File: src/rtl/core/diq_pkg.sv
package diq_pkg;

    // Default ring size; the top level hands its parameter down to the back end.
    localparam int RING_SLOTS_DEF = 16;

    localparam int XLEN      = 32;
    localparam int CFG_W     = 5;   // widest configuration register
    localparam int CFG_IDX_W = 1;
    localparam int OCC_W     = 5;
    localparam int COUNT_W   = 2;

    localparam logic [CFG_W-1:0] DEPTH_LIMIT_RST = 5'd8;
    localparam logic             PAIR_POLICY_RST = 1'b0;

    typedef enum logic [CFG_IDX_W-1:0] {
        REG_DEPTH_LIMIT = 1'b0,
        REG_PAIR_POLICY = 1'b1
    } cfg_reg_t;

    // RV32 major opcodes and funct7 codes used by the pairing rules
    localparam logic [6:0] OP_REG    = 7'h33;
    localparam logic [6:0] OP_IMM    = 7'h13;
    localparam logic [6:0] OP_LOAD   = 7'h03;
    localparam logic [6:0] OP_STORE  = 7'h23;
    localparam logic [6:0] OP_BRANCH = 7'h63;
    localparam logic [6:0] OP_JAL    = 7'h6f;
    localparam logic [6:0] OP_JALR   = 7'h67;
    localparam logic [6:0] OP_SYSTEM = 7'h73;
    localparam logic [6:0] OP_FENCE  = 7'h0f;
    localparam logic [6:0] OP_LUI    = 7'h37;
    localparam logic [6:0] OP_AUIPC  = 7'h17;
    localparam logic [6:0] F7_BASE   = 7'h00;
    localparam logic [6:0] F7_MULDIV = 7'h01;
    localparam logic [6:0] F7_ALT    = 7'h20;
    localparam logic [2:0] F3_ADD    = 3'd0;
    localparam logic [2:0] F3_SR     = 3'd5;

    // Predecode flags, computed once when a packet enters
    typedef struct packed {
        logic alu;
        logic lsu;
        logic cfi;
        logic dest_wr;
        logic src1_rd;
        logic src2_rd;
        logic single_first;
        logic single_second;
    } pre_t;

    typedef struct packed {
        logic [XLEN-1:0] pc;
        logic [XLEN-1:0] word;
        logic            taken;
        pre_t            pre;
    } slot_t;

    typedef struct packed {
        logic [COUNT_W-1:0] push_count;
        slot_t              first;
        slot_t              second;
        logic               consumer_stall;
    } cmd_t;

    typedef struct packed {
        logic               accepted;
        logic [COUNT_W-1:0] issue_count;
        logic [XLEN-1:0]    pc_a;
        logic [XLEN-1:0]    word_a;
        logic [XLEN-1:0]    pc_b;
        logic [XLEN-1:0]    word_b;
        logic [OCC_W-1:0]   occupancy;
    } result_t;

    typedef struct packed {
        logic [CFG_W-1:0] depth_limit;
        logic             pair_policy;
    } cfg_t;

endpackage

File: src/rtl/core/diq_ram.sv
module diq_ram #(
    parameter int WIDTH = 8,
    parameter int DEPTH = 16
) (
    input  logic                     clk,
    input  logic                     we,
    input  logic [$clog2(DEPTH)-1:0] waddr,
    input  logic [WIDTH-1:0]         wdata,
    input  logic [$clog2(DEPTH)-1:0] raddr_a,
    input  logic [$clog2(DEPTH)-1:0] raddr_b,
    output logic [WIDTH-1:0]         rdata_a,
    output logic [WIDTH-1:0]         rdata_b
);

    logic [WIDTH-1:0] mem [DEPTH];

    always_ff @(posedge clk)
    begin
        if (we)
        begin
            mem[waddr] <= wdata;
        end
        rdata_a <= mem[raddr_a];
        rdata_b <= mem[raddr_b];
    end

endmodule

File: src/rtl/core/diq_front.sv
module diq_front (
    input  logic                              clk,
    input  logic                              rst_n,
    input  logic                              in_valid,
    output logic                              in_ready,
    input  logic [diq_pkg::COUNT_W-1:0]       push_count,
    input  logic [diq_pkg::XLEN-1:0]          pc_first,
    input  logic [diq_pkg::XLEN-1:0]          word_first,
    input  logic                              taken_first,
    input  logic [diq_pkg::XLEN-1:0]          pc_second,
    input  logic [diq_pkg::XLEN-1:0]          word_second,
    input  logic                              taken_second,
    input  logic                              consumer_stall,
    output logic                              cmd_valid,
    output diq_pkg::cmd_t                     cmd,
    input  logic                              cmd_pop
);

    localparam logic [1:0] FILL_EMPTY = 2'd0;
    localparam logic [1:0] FILL_FULL  = 2'd2;

    diq_pkg::cmd_t fifo_reg [2];
    logic          wr_ptr_reg;
    logic          rd_ptr_reg;
    logic [1:0]    fill_reg;
    diq_pkg::cmd_t entry_in;
    logic          push;

    function automatic diq_pkg::pre_t classify(input logic [diq_pkg::XLEN-1:0] w);
        logic [6:0]    op;
        logic [2:0]    f3;
        logic [6:0]    f7;
        logic          r, ia, ld, st, br, jal, jalr, sys, fence, upper;
        logic          muldiv, illegal, alt, odd_r, shimm, base_sh, odd_i;
        diq_pkg::pre_t p;
        op      = w[6:0];
        f3      = w[14:12];
        f7      = w[31:25];
        r       = op == diq_pkg::OP_REG;
        ia      = op == diq_pkg::OP_IMM;
        ld      = op == diq_pkg::OP_LOAD;
        st      = op == diq_pkg::OP_STORE;
        br      = op == diq_pkg::OP_BRANCH;
        jal     = op == diq_pkg::OP_JAL;
        jalr    = op == diq_pkg::OP_JALR;
        sys     = op == diq_pkg::OP_SYSTEM;
        fence   = op == diq_pkg::OP_FENCE;
        upper   = (op == diq_pkg::OP_LUI) || (op == diq_pkg::OP_AUIPC);
        muldiv  = r && (f7 == diq_pkg::F7_MULDIV);
        illegal = w[1:0] != 2'b11;
        alt     = (f7 == diq_pkg::F7_ALT) && ((f3 == diq_pkg::F3_ADD) || (f3 == diq_pkg::F3_SR));
        odd_r   = r && (f7 != diq_pkg::F7_BASE) && !alt;
        shimm   = f3[1:0] == 2'b01;
        base_sh = (f7 == diq_pkg::F7_BASE) || ((f7 == diq_pkg::F7_ALT) && (f3 == diq_pkg::F3_SR));
        odd_i   = ia && shimm && !base_sh;
        p.alu           = (r && !muldiv) || ia || upper;
        p.lsu           = ld || st;
        p.cfi           = br || jal || jalr;
        p.dest_wr       = r || ia || ld || upper || jal || jalr || sys;
        p.src1_rd       = r || ia || ld || st || br || jalr;
        p.src2_rd       = r || st || br;
        p.single_second = sys || fence || illegal || odd_r || odd_i;
        p.single_first  = jalr || p.single_second;
        return p;
    endfunction

    always_comb
    begin
        entry_in.push_count   = push_count;
        entry_in.first.pc     = pc_first;
        entry_in.first.word   = word_first;
        entry_in.first.taken  = taken_first;
        entry_in.first.pre    = classify(word_first);
        entry_in.second.pc    = pc_second;
        entry_in.second.word  = word_second;
        entry_in.second.taken = taken_second;
        entry_in.second.pre   = classify(word_second);
        entry_in.consumer_stall = consumer_stall;
    end

    assign in_ready  = fill_reg != FILL_FULL;
    assign push      = in_valid && in_ready;
    assign cmd_valid = fill_reg != FILL_EMPTY;
    assign cmd       = fifo_reg[rd_ptr_reg];

    always_ff @(posedge clk or negedge rst_n)
    begin
        if (!rst_n)
        begin
            wr_ptr_reg  <= 1'b0;
            rd_ptr_reg  <= 1'b0;
            fill_reg    <= FILL_EMPTY;
            fifo_reg[0] <= '0;
            fifo_reg[1] <= '0;
        end
        else
        begin
            if (push)
            begin
                fifo_reg[wr_ptr_reg] <= entry_in;
                wr_ptr_reg           <= !wr_ptr_reg;
            end
            if (cmd_pop)
            begin
                rd_ptr_reg <= !rd_ptr_reg;
            end
            fill_reg <= fill_reg + {1'b0, push} - {1'b0, cmd_pop};
        end
    end

endmodule

File: src/rtl/core/diq_back.sv
module diq_back #(
    parameter int RING_SLOTS = diq_pkg::RING_SLOTS_DEF
) (
    input  logic             clk,
    input  logic             rst_n,
    input  diq_pkg::cfg_t    cfg,
    input  logic             cmd_valid,
    input  diq_pkg::cmd_t    cmd,
    output logic             cmd_pop,
    output logic             out_valid,
    input  logic             out_ready,
    output diq_pkg::result_t result
);

    localparam int SLOT_W = $clog2(RING_SLOTS);
    localparam int CNT_W  = $clog2(RING_SLOTS + 1);
    localparam int SUM_W  = CNT_W + 1;
    localparam int CMP_W  = ((CNT_W > diq_pkg::CFG_W) ? CNT_W : diq_pkg::CFG_W) + 1;

    typedef enum logic [1:0] {
        S_IDLE,
        S_EVAL,
        S_WR2
    } state_t;

    state_t           state_reg, state_next;
    logic [SLOT_W-1:0] head_reg, head_next;
    logic [CNT_W-1:0]  held_reg, held_next;
    logic [SLOT_W-1:0] tail2_reg, tail2_next;
    diq_pkg::cmd_t     cmd_reg, cmd_next;
    logic              out_valid_reg, out_valid_next;
    diq_pkg::result_t  result_reg, result_next;

    logic              ram_we;
    logic [SLOT_W-1:0] ram_waddr;
    diq_pkg::slot_t    ram_wdata;
    logic [SLOT_W-1:0] head_plus1;
    diq_pkg::slot_t    slot_a, slot_b;

    logic                       can_issue;
    logic [diq_pkg::COUNT_W-1:0] deq;
    logic [SUM_W-1:0]           head_sum, tail_sum;
    logic [SLOT_W-1:0]          head_new, tail_addr, tail_plus1;
    logic [CNT_W-1:0]           held_after, held_fin;
    logic [CMP_W-1:0]           limit, want;
    logic                       push_ok, acc, push_two;

    function automatic logic can_pair(input diq_pkg::slot_t a, input diq_pkg::slot_t b);
        logic [4:0] rd_a, rs1_b, rs2_b;
        logic       wr, raw1, raw2, bypass, ok;
        rd_a   = a.word[11:7];
        rs1_b  = b.word[19:15];
        rs2_b  = b.word[24:20];
        wr     = a.pre.dest_wr && (rd_a != 5'd0);
        raw1   = wr && b.pre.src1_rd && (rs1_b == rd_a);
        raw2   = wr && b.pre.src2_rd && (rs2_b == rd_a);
        bypass = a.pre.alu && b.pre.lsu && b.pre.src2_rd && raw2 && !raw1;
        ok     = (b.pc == a.pc + 32'd4) && !a.taken
                 && !a.pre.single_first && !b.pre.single_second;
        ok     = ok && !((raw1 || raw2) && !bypass);
        ok     = ok && (a.pre.alu || a.pre.lsu || a.pre.cfi)
                    && (b.pre.alu || b.pre.lsu || b.pre.cfi);
        ok     = ok && !(a.pre.lsu && b.pre.lsu) && !(a.pre.cfi && b.pre.cfi);
        return ok;
    endfunction

    // The two head entries are read every cycle; the read is registered, so the
    // data seen in S_EVAL belongs to the head held while in S_IDLE.
    assign head_plus1 = (head_reg == SLOT_W'(RING_SLOTS - 1)) ? '0 : head_reg + SLOT_W'(1);

    diq_ram #(
        .WIDTH ($bits(diq_pkg::slot_t)),
        .DEPTH (RING_SLOTS)
    ) u_ring (
        .clk     (clk),
        .we      (ram_we),
        .waddr   (ram_waddr),
        .wdata   (ram_wdata),
        .raddr_a (head_reg),
        .raddr_b (head_plus1),
        .rdata_a (slot_a),
        .rdata_b (slot_b)
    );

    always_comb
    begin
        can_issue = (held_reg != '0) && !cmd_reg.consumer_stall;
        if (!can_issue)
        begin
            deq = 2'd0;
        end
        else if (held_reg == CNT_W'(1))
        begin
            deq = 2'd1;
        end
        else if (cfg.pair_policy || can_pair(slot_a, slot_b))
        begin
            deq = 2'd2;
        end
        else
        begin
            deq = 2'd1;
        end

        head_sum   = SUM_W'(head_reg) + SUM_W'(deq);
        head_new   = (head_sum >= SUM_W'(RING_SLOTS)) ? SLOT_W'(head_sum - SUM_W'(RING_SLOTS))
                                                      : SLOT_W'(head_sum);
        held_after = held_reg - CNT_W'(deq);

        limit    = (CMP_W'(cfg.depth_limit) > CMP_W'(RING_SLOTS)) ? CMP_W'(RING_SLOTS)
                                                                  : CMP_W'(cfg.depth_limit);
        want     = CMP_W'(held_after) + CMP_W'(cmd_reg.push_count);
        push_ok  = (cmd_reg.push_count == 2'd1) || (cmd_reg.push_count == 2'd2);
        push_two = cmd_reg.push_count == 2'd2;
        acc      = push_ok && (want <= limit);
        held_fin = acc ? CNT_W'(want) : held_after;

        tail_sum   = SUM_W'(head_new) + SUM_W'(held_after);
        tail_addr  = (tail_sum >= SUM_W'(RING_SLOTS)) ? SLOT_W'(tail_sum - SUM_W'(RING_SLOTS))
                                                      : SLOT_W'(tail_sum);
        tail_plus1 = (tail_addr == SLOT_W'(RING_SLOTS - 1)) ? '0 : tail_addr + SLOT_W'(1);
    end

    always_comb
    begin
        state_next     = state_reg;
        head_next      = head_reg;
        held_next      = held_reg;
        tail2_next     = tail2_reg;
        cmd_next       = cmd_reg;
        out_valid_next = out_valid_reg;
        result_next    = result_reg;
        ram_we         = 1'b0;
        ram_waddr      = tail_addr;
        ram_wdata      = cmd_reg.first;
        cmd_pop        = 1'b0;

        if (out_valid_reg && out_ready)
        begin
            out_valid_next = 1'b0;
        end

        unique case (state_reg)
            S_IDLE:
            begin
                // take the next packet once the result slot will be free
                if (cmd_valid && (!out_valid_reg || out_ready))
                begin
                    cmd_pop    = 1'b1;
                    cmd_next   = cmd;
                    state_next = S_EVAL;
                end
            end
            S_EVAL:
            begin
                head_next               = head_new;
                held_next               = acc ? held_after + CNT_W'(1) : held_after;
                result_next.accepted    = acc;
                result_next.issue_count = deq;
                result_next.pc_a        = (deq != 2'd0) ? slot_a.pc : '0;
                result_next.word_a      = (deq != 2'd0) ? slot_a.word : '0;
                result_next.pc_b        = (deq == 2'd2) ? slot_b.pc : '0;
                result_next.word_b      = (deq == 2'd2) ? slot_b.word : '0;
                result_next.occupancy   = diq_pkg::OCC_W'(held_fin);
                out_valid_next          = 1'b1;
                ram_we                  = acc;
                tail2_next              = tail_plus1;
                state_next              = (acc && push_two) ? S_WR2 : S_IDLE;
            end
            S_WR2:
            begin
                ram_we     = 1'b1;
                ram_waddr  = tail2_reg;
                ram_wdata  = cmd_reg.second;
                held_next  = held_reg + CNT_W'(1);
                state_next = S_IDLE;
            end
            default:
            begin
                state_next = S_IDLE;
            end
        endcase
    end

    always_ff @(posedge clk or negedge rst_n)
    begin
        if (!rst_n)
        begin
            state_reg     <= S_IDLE;
            head_reg      <= '0;
            held_reg      <= '0;
            tail2_reg     <= '0;
            cmd_reg       <= '0;
            out_valid_reg <= 1'b0;
            result_reg    <= '0;
        end
        else
        begin
            state_reg     <= state_next;
            head_reg      <= head_next;
            held_reg      <= held_next;
            tail2_reg     <= tail2_next;
            cmd_reg       <= cmd_next;
            out_valid_reg <= out_valid_next;
            result_reg    <= result_next;
        end
    end

    assign out_valid = out_valid_reg;
    assign result    = result_reg;

    a_held_in_ring: assert property (@(posedge clk) disable iff (!rst_n)
        held_reg <= CNT_W'(RING_SLOTS))
        else $error("ring holds more entries than slots");

    a_eval_gives_result: assert property (@(posedge clk) disable iff (!rst_n)
        (state_reg == S_EVAL) |=> out_valid_reg)
        else $error("evaluated packet produced no result");

    a_write_when_busy: assert property (@(posedge clk) disable iff (!rst_n)
        ram_we |-> ((state_reg == S_EVAL) || (state_reg == S_WR2)))
        else $error("ring written outside packet processing");

    a_second_write_room: assert property (@(posedge clk) disable iff (!rst_n)
        (state_reg == S_WR2) |-> (held_reg < CNT_W'(RING_SLOTS)))
        else $error("second packet word written into a full ring");

endmodule

File: src/rtl/core/dual_issue_decode_queue_unit.sv
// Dual-issue decode queue. Each transfer on the input channel carries a fetch
// packet of zero, one or two RV32 instructions plus a consumer stall flag, and
// yields exactly one transfer on the output channel. That result reports how
// many instructions left the head of the queue (zero, one or two, with their
// PCs and encodings; unused slots read zero), whether the packet was appended,
// and the occupancy afterwards. Removal happens before the append, so a packet
// may use the room freed in the same step. Two head entries issue together
// when the pairing rules allow it (sequential PCs, first not predicted taken,
// no forced-single opcodes, not two memory or two control-flow ops, no
// blocking read-after-write except a store-data bypass), or always when the
// pair policy register is 1. A packet is taken only whole and only when it
// fits under the depth limit (values above the ring size act as the ring size;
// zero refuses everything). Each packet takes the back end from S_IDLE to
// S_EVAL, then to S_WR2 when two instructions are appended, because the ring
// RAM has a single write port and a registered read of the two head entries.
// A two-entry command queue between the predecode front end and back end lets
// the input keep transferring, while the queue has room, as the back end works
// or a result waits for the output to be taken. Configuration writes are meant
// for idle periods only; both registers reset to depth limit 8 and pairing rules on.
module dual_issue_decode_queue_unit #(
    parameter int RING_SLOTS = diq_pkg::RING_SLOTS_DEF
) (
    input  logic                              clk,
    input  logic                              rst_n,
    // configuration write port
    input  logic                              cfg_we,
    input  logic [diq_pkg::CFG_IDX_W-1:0]     cfg_index,
    input  logic [diq_pkg::CFG_W-1:0]         cfg_data,
    // packet input channel
    input  logic                              in_valid,
    output logic                              in_ready,
    input  logic [diq_pkg::COUNT_W-1:0]       push_count,
    input  logic [diq_pkg::XLEN-1:0]          pc_first,
    input  logic [diq_pkg::XLEN-1:0]          word_first,
    input  logic                              taken_first,
    input  logic [diq_pkg::XLEN-1:0]          pc_second,
    input  logic [diq_pkg::XLEN-1:0]          word_second,
    input  logic                              taken_second,
    input  logic                              consumer_stall,
    // result output channel
    output logic                              out_valid,
    input  logic                              out_ready,
    output logic                              accepted,
    output logic [diq_pkg::COUNT_W-1:0]       issue_count,
    output logic [diq_pkg::XLEN-1:0]          issued_pc_a,
    output logic [diq_pkg::XLEN-1:0]          issued_word_a,
    output logic [diq_pkg::XLEN-1:0]          issued_pc_b,
    output logic [diq_pkg::XLEN-1:0]          issued_word_b,
    output logic [diq_pkg::OCC_W-1:0]         occupancy
);

    diq_pkg::cfg_t    cfg_reg;
    logic             cmd_valid;
    diq_pkg::cmd_t    cmd;
    logic             cmd_pop;
    diq_pkg::result_t result;

    // Configuration registers: written directly, no handshake, no read-back.
    always_ff @(posedge clk or negedge rst_n)
    begin
        if (!rst_n)
        begin
            cfg_reg.depth_limit <= diq_pkg::DEPTH_LIMIT_RST;
            cfg_reg.pair_policy <= diq_pkg::PAIR_POLICY_RST;
        end
        else if (cfg_we)
        begin
            case (cfg_index)
                diq_pkg::REG_DEPTH_LIMIT: cfg_reg.depth_limit <= cfg_data;
                diq_pkg::REG_PAIR_POLICY: cfg_reg.pair_policy <= cfg_data[0];
                default:
                begin
                    // drop writes to unmapped indexes
                end
            endcase
        end
    end

    // Front end: hold each transferred packet with its predecode flags in a
    // short queue so the input need not wait on the ring update while it has room.
    diq_front u_front (
        .clk            (clk),
        .rst_n          (rst_n),
        .in_valid       (in_valid),
        .in_ready       (in_ready),
        .push_count     (push_count),
        .pc_first       (pc_first),
        .word_first     (word_first),
        .taken_first    (taken_first),
        .pc_second      (pc_second),
        .word_second    (word_second),
        .taken_second   (taken_second),
        .consumer_stall (consumer_stall),
        .cmd_valid      (cmd_valid),
        .cmd            (cmd),
        .cmd_pop        (cmd_pop)
    );

    // Back end: issue from the ring head, append the packet, register the result.
    diq_back #(
        .RING_SLOTS (RING_SLOTS)
    ) u_back (
        .clk       (clk),
        .rst_n     (rst_n),
        .cfg       (cfg_reg),
        .cmd_valid (cmd_valid),
        .cmd       (cmd),
        .cmd_pop   (cmd_pop),
        .out_valid (out_valid),
        .out_ready (out_ready),
        .result    (result)
    );

    assign accepted      = result.accepted;
    assign issue_count   = result.issue_count;
    assign issued_pc_a   = result.pc_a;
    assign issued_word_a = result.word_a;
    assign issued_pc_b   = result.pc_b;
    assign issued_word_b = result.word_b;
    assign occupancy     = result.occupancy;

endmodule

File: config.mk
export PLATFORM = sky130hd
export DESIGN_NAME = dual_issue_decode_queue_unit
export DESIGN_NICKNAME = d
export VERILOG_FILES = /design/src/rtl/core/diq_pkg.sv /design/src/rtl/core/diq_ram.sv /design/src/rtl/core/diq_front.sv /design/src/rtl/core/diq_back.sv /design/src/rtl/core/dual_issue_decode_queue_unit.sv
export SDC_FILE = /design/constraint.sdc
export NUM_CORES = 2
export LEC_CHECK = 0
export BUFFER_PORTS_ARGS = -buffer_cell sky130_fd_sc_hd__buf_2
export CAP_MARGIN = 20
export CORE_MARGIN = 4
export CORE_UTILIZATION = 34
export DETAILED_ROUTE_END_ITERATION = 10
export GPL_TIMING_DRIVEN = 0
export SYNTH_ARGS = -nofsm -noshare
export SYNTH_HDL_FRONTEND = slang
export SYNTH_SLANG_ARGS = --single-unit
File: constraint.sdc
create_clock -name clk -period 16.48 [get_ports clk]
set_input_delay 0.824 -clock clk [delete_from_list [all_inputs] [get_ports clk]]
set_output_delay 0.824 -clock clk [all_outputs]
set_load 0.01 [all_outputs]
=== Yosys cells after proc, flatten, opt, wreduce, memory -nomap -nowiden ===
Memory sizes are Yosys's and may differ from the RTL's. A register that Yosys moved wholly into a read port is not among the register bits.
Cells that the tools add are included.
Widths: inputs -> output; s select.

* Flip-flop bits (word level): 609
* RAM bits: 1168
* Input port bits: 144
* Output and inout bits: 138
* Memories: 1

{| class="wikitable"
|+ Memory list
! memory !! depth !! bits a word !! read ports !! clocked after memory_dff !! wr ports !! RTL line !! text
|-
| u_back.u_ring.mem || 16 || 73 || 2 || 2 || 1 || diq_ram.sv:15 || <nowiki>logic [WIDTH-1:0] mem [DEPTH];</nowiki>
|}

* Add/subtract/negate cells: 13
* Order comparisons: 7
* Equal/unequal tests: 45
* Multiplexer cells: 33
* Bitwise gates (word level): 3
* Reductions and logical operators: 133

{| class="wikitable"
|+ Operators with widths
! kind !! number
|-
| $mux 149 || 4
|-
| $bwmux 298 || 1
|-
| $demux 149 s1 || 1
|-
| $mux 32 || 4
|-
| $mux 73 || 1
|-
| $eq 7x6->1 const B || 8
|-
| $eq 7x7->1 const B || 8
|-
| $logic_or 1x1->1 || 56
|-
| $logic_and 1x1->1 || 43
|-
| $add 32x3->32 const B || 1
|-
| $eq 32x32->1 || 1
|-
| $eq 7x5->1 const B || 4
|-
| $mux 4 || 5
|-
| $logic_not 1->1 || 18
|-
| $mux 5 || 3
|-
| $eq 7x1->1 const B || 2
|-
| $eq 7x2->1 const B || 2
|-
| $eq 7x4->1 const B || 2
|-
| $logic_not 7->1 || 2
|-
| $reduce_bool 7->1 || 2
|-
| $add 5x1->5 const B || 2
|-
| $eq 5x5->1 || 2
|-
| $mux 2 || 5
|-
| $pmux 5 s2 || 1
|-
| 31 further kinds || 56
|}

=== Logic depth before layout (Yosys ltp) ===
* Word-level depth: 26
* Depth in mapped cells: 29
* Mapped depth without buffers: 25

=== Modules after synthesis ===
A second synthesis with hierarchy kept.

* Cell total of the unflattened synthesis: 5276
* Area, all modules: 83385.0 um^2

{| class="wikitable"
|+ By module, submodules not included
! module !! times used !! cells each !! area each (um^2) !! seq. area each (um^2)
|-
| diq_ram || 1 || 2559 || 55080.3 || 37996.4
|-
| diq_back || 1 || 1215 || 14574.0 || 7532.2
|-
| diq_front || 1 || 1488 || 13494.2 || 7557.2
|-
| dual_issue_decode_queue_unit || 1 || 14 || 236.5 || 151.4
|}

=== Worst setup path after synthesis ===
No wires, ideal clock.

* Kind: reg-to-reg
* Start point: register u_back.u_ring.rdata_a[43], read port of u_back.u_ring.mem
* End point: memory u_back.u_ring.mem[1][0] (netlist name), enable pin
* Arrival: 9223 ps
* Data required time: 15975 ps
* Path slack: 6752 ps
* Stages on the path, launching flop included: 29
* Period minus slack after synthesis: 9728 ps
* Cells stage by stage: dfxtp_1 ha_1 nand2_1 nor3_4 nand3_1 mux2_2 nor3b_1 nor4_2 a22oi_1 buf_6 buf_6 and2_1 ha_1 inv_1 fa_1 inv_1 fa_1 nor3_1 xor2_1 ha_1 and3_1 o21ai_0 a31oi_1 a211o_1 clkbuf_1 or2_2 o31a_1 or2_2 nor2_1

* Cells in the longest elaborated chain, start to end: 21

{| class="wikitable"
|+ RTL lines
! item !! RTL line !! text
|-
| start: declaration || diq_ram.sv:11 || <nowiki>output logic [WIDTH-1:0] rdata_a,</nowiki>
|-
| $add 32x3->32 * || diq_back.sv:58 || <nowiki>ok = (b.pc == a.pc + 32'd4) && !a.taken</nowiki>
|-
| $eq 32x32->1 * || diq_back.sv:58 ||
|-
| $logic_and 1x1->1 * || diq_back.sv:58 ||
|-
| $logic_and 1x1->1 * (2 in a row) || diq_back.sv:59 || <nowiki>&& !a.pre.single_first && !b.pre.single_second;</nowiki>
|-
| $logic_and 1x1->1 * || diq_back.sv:60 || <nowiki>ok = ok && !((raw1 || raw2) && !bypass);</nowiki>
|-
| $logic_and 1x1->1 * || diq_back.sv:61 || <nowiki>ok = ok && (a.pre.alu || a.pre.lsu || a.pre.cfi)</nowiki>
|-
| $logic_and 1x1->1 * || diq_back.sv:62 || <nowiki>&& (b.pre.alu || b.pre.lsu || b.pre.cfi);</nowiki>
|-
| $logic_and 1x1->1 * (2 in a row) || diq_back.sv:63 || <nowiki>ok = ok && !(a.pre.lsu && b.pre.lsu) && !(a.pre.cfi && b.pre.cfi);</nowiki>
|-
| [4 not listed] || n/a ||
|-
| via u_back.deq, one bit || diq_back.sv:41 || <nowiki>logic [diq_pkg::COUNT_W-1:0] deq;</nowiki>
|-
| $add 4x2->5 / $sub 5x2->5 (equally long branches) || diq_back.sv:105, diq_back.sv:108 ||
|-
| $sub 4x1->4 (tied with other cells) || diq_back.sv:106 || <nowiki>head_new = (head_sum >= SUM_W'(RING_SLOTS)) ? SLOT_W'(head_sum - SUM_W'(RING_SLOTS))</nowiki>
|-
| $mux 4 / $le 6x6->1 (equally long branches) || diq_back.sv:106, diq_back.sv:115 ||
|-
| $add 4x5->6 / $logic_and 1x1->1 (equally long branches) || diq_back.sv:118, diq_back.sv:115 ||
|-
| $ge 6x5->1 (tied with other cells) || diq_back.sv:119 || <nowiki>tail_addr = (tail_sum >= SUM_W'(RING_SLOTS)) ? SLOT_W'(tail_sum - SUM_W'(RING_SLOTS))</nowiki>
|-
| $mux 4 / $mux 1 (equally long branches) || diq_back.sv:119, diq_ram.sv:19 ||
|-
| $mux 4 / $mux 1 (equally long branches) || diq_back.sv:143, diq_ram.sv:21 ||
|-
| end: declaration || diq_ram.sv:15 ||
|}

Mark *: on every way through the listed nets, which the timed path passes. The rest lies on a longest branch.

=== Final worst setup path ===
* Start point: register u_back.u_ring.rdata_a[43], read port of u_back.u_ring.mem
* End point: memory u_back.u_ring.mem[10][17] (netlist name), enable pin

Same word-level chain as after synthesis.

==> results.ini <==
[run]
maxCapViolCount=0

[clock_network]
cts_buffers=202
cts-hold-fix-buffers=1
cts.path.max_buffers=3
clock-sinks=1917
clkLatencyLatePin_ns=0.83
post_cts_buffers=0
cts_tree=done
cts_root_buf=clkbuf_16
path_clk_slew_ns=0.06
htree_levels=4
ctsResizeCount=0

[drt]
wl_met1_um=109000
firstDrtPassIters=6
ant_nets=0
routed.top_layer=met5
via_count=49600
drc=0
routed_wirelength_um=263000
wl_met2_um=119000
detail_route.vias_per_cell=5.58
drt_iter0_drc=6075
met3_wirelength_um=26200
wl_per_cell_um=29.6

[placement]
dp.cells=8490
portBuffers=275
place_area_sq_mm=0.0906
dp_hpwl_um=191000
place.gp.congestion=0.848

[floorplanning]
die_y_um=500
fp.dieW_um=500
coreArea_sq_mm=0.241
start_util_pct=34.2
design.die.area_sq_mm=0.250
row_count=180
ios=282

[yosys]
netlist_top_cells_area=edfxtp_1 43%, mux4_2 19%, dfrtp_1 18%, dfxtp_1 3.4%, nand2_1 3.4%
synth_nets=5062
yosysWarnings=0
synthDistinctLibCells=70
ys_ff_latch=1917
ys_seq_area_share_pct=64.5
synth_edf_count=1168
async_flop_share_pct=31.8
netlist.area_leader.share_pct=42.6
ys.flop_type=edfxtp_1
syn_area_sq_mm=0.0823
synth_area_per_cell_sq_um=16.8
yosysTopAreaCell=edfxtp_1
synth.top_cells.by_count=1168 x edfxtp_1, 737 x nand2_1, 700 x mux4_2
yosysMostFrequentCell=edfxtp_1
synth_cells=4888

[critical_path]
cp.required_ns=16.99
critPathLaunchType=flop
rr_startpoint=u_back.u_ring.rdata_a[43]$_DFF_P_
cp_slowest_cell=nor2_4
path_class=reg -> reg
critPathCaptureType=flop
arrival_ns=10.71
path_max_fanout=19
setup.worst_path.start=u_back.u_ring.rdata_a[43]$_DFF_P_
slowest_delay_ns=0.83
path_common_cell=ha_1

[timing]
period_share_pct=61.9
relSlewSlack_pct=20.7
drv_slew=0
post-route-min-period_ns=10.20
setup_viol=0
finalClockSkew_ns=0.0258
finalHoldViolCount=0
worst_pin_slew_ns=1.19
fmaxAchievable_ghz=0.0980
rsz0062_at_grt=no

[grt]
grt_first_pass_wirelength_um=371000
antenna_found_initial=26
grt_max_degree=118
grt_use_total_pct=20.7
first_global_vias=50100
grt_overflow=0

[min_path]
hp-class=in -> reg
hold_start=pc_first[24]

[final_layout]
fin_area_sq_mm=0.0977
fin_util_pct=40.6
fill_cells=21500
syn_to_final_growth_pct=18.7
fin_nets=5694
fin_cells=8893
largest_register_ffs=1168
drive_gt1_share_pct=30.2

[power_and_ir_drop]
pwr_density_cell_mw_per_mm2=221
vdd_drop_max_uv=173
leakage_nw=35.7

[run_status]
status=finished clean

final cells by class:
cell class / count / area (sq um) / share of cell area (%)
Multi-Input combinational cell: 2506 / 27600 / 28.2
Clock inverter: 92 / 961 / 0.984
Inverter: 136 / 510 / 0.523
Antenna cell: 11 / 27.5 / 0.0282
Sequential cell: 1917 / 53100 / 54.4
Buffer: 329 / 1270 / 1.30
Timing Repair Buffer: 428 / 4340 / 4.44
Clock buffer: 289 / 5910 / 6.05
Tap cell: 3185 / 3990 / 4.08
critical path: cells and delay by family, from the launching register on:
| family | cells | cell delay, ns |
|---|---|---|
| fa+ha+maj | 5 | 1.93 |
| simple gates | 11 | 3.65 |
| xor+xnor | 1 | 0.25 |
| buf+inv | 10 | 1.98 |
| mux | 1 | 0.33 |
| compound gates | 5 | 1.15 |
| flops | 1 | 0.54 |
cell families after synthesis:
family          Yosys count  share of synthesized area, %
buf+inv                 465                          2.16
mux                    1085                          24.2
flops                  1917                          64.5
compound gates          403                          3.28
simple gates            920                          4.64
xor+xnor                 68                         0.723
fa+ha+maj                30                         0.492
per-stage QoR:
step	total power, mW	setup WS [ns]	hold slack (ns)	TNS, ns
global placement	16.3	-1.13	0.430	-906.64
global route	22.6	5.83	0.174	0
floorplan	12.9	6.75	0.419	0
finish	21.6	6.28	0.200	0
CTS	21.7	6.35	0.142	0
detailed placement	17.0	6.39	0.434	0
final timing paths:
check,endpoint,slack (ns),cells past startpoint
min in group asynchronous,u_front.fifo_reg[241]$_DFFE_PN0P_,0.56,2
worst max-delay path,u_back.u_ring.mem[10][17]$_DFFE_PP_,6.28,33
worst min register to register,u_back.result[82]$_DFFE_PN0P_,0.44,2
worst max register to register,u_back.u_ring.mem[10][17]$_DFFE_PP_,6.28,33
worst min-delay path,u_front.fifo_reg[288]$_DFFE_PN0P_,0.20,3
max in group asynchronous,u_back.result[113]$_DFFE_PN0P_,13.73,5
layer usage:
layer  track usage [%]  up-vias
met3              4.71      460
met1              29.4    26100
met5                 0        -
met4              6.80       12
met2              31.7     2605
li1                  -    20400
report_power, final:
group / total [mW] / leakage [nW] / switching, mW / internal, mW
combinational: 9.71 / 12.9 / 5.60 / 4.11
sequential: 7.24 / 19.5 / 0.663 / 6.57
clock: 4.69 / 3.37 / 1.91 / 2.78
total: 21.6 / 35.7 / 8.17 / 13.5
layout by cell type (no fill, tap or decap), types with 23 or more instances in the layout:
master / synthesis / routed
dfrtp_1: 608 / 608
buf_8: 0 / 61
clkinv_1: 1 / 29
ha_1: 26 / 26
o2bb2ai_1: 65 / 65
mux4_2: 700 / 700
mux2i_1: 158 / 158
mux2_2: 227 / 227
buf_12: 0 / 39
clkbuf_1: 237 / 278
dfxtp_1: 140 / 140
clkbuf_16: 0 / 210
nand3_1: 24 / 24
nor2_1: 51 / 35
edfxtp_1: 1168 / 1168
buf_2: 8 / 283
a21oi_1: 23 / 23
clkbuf_8: 0 / 35
inv_1: 135 / 135
buf_1: 81 / 80
o21ai_0: 197 / 197
buf_16: 0 / 41
o32ai_1: 58 / 58
xnor2_1: 47 / 46
clkinv_2: 0 / 29
nand2_1: 737 / 737
Power figures use the tool's default switching activity.
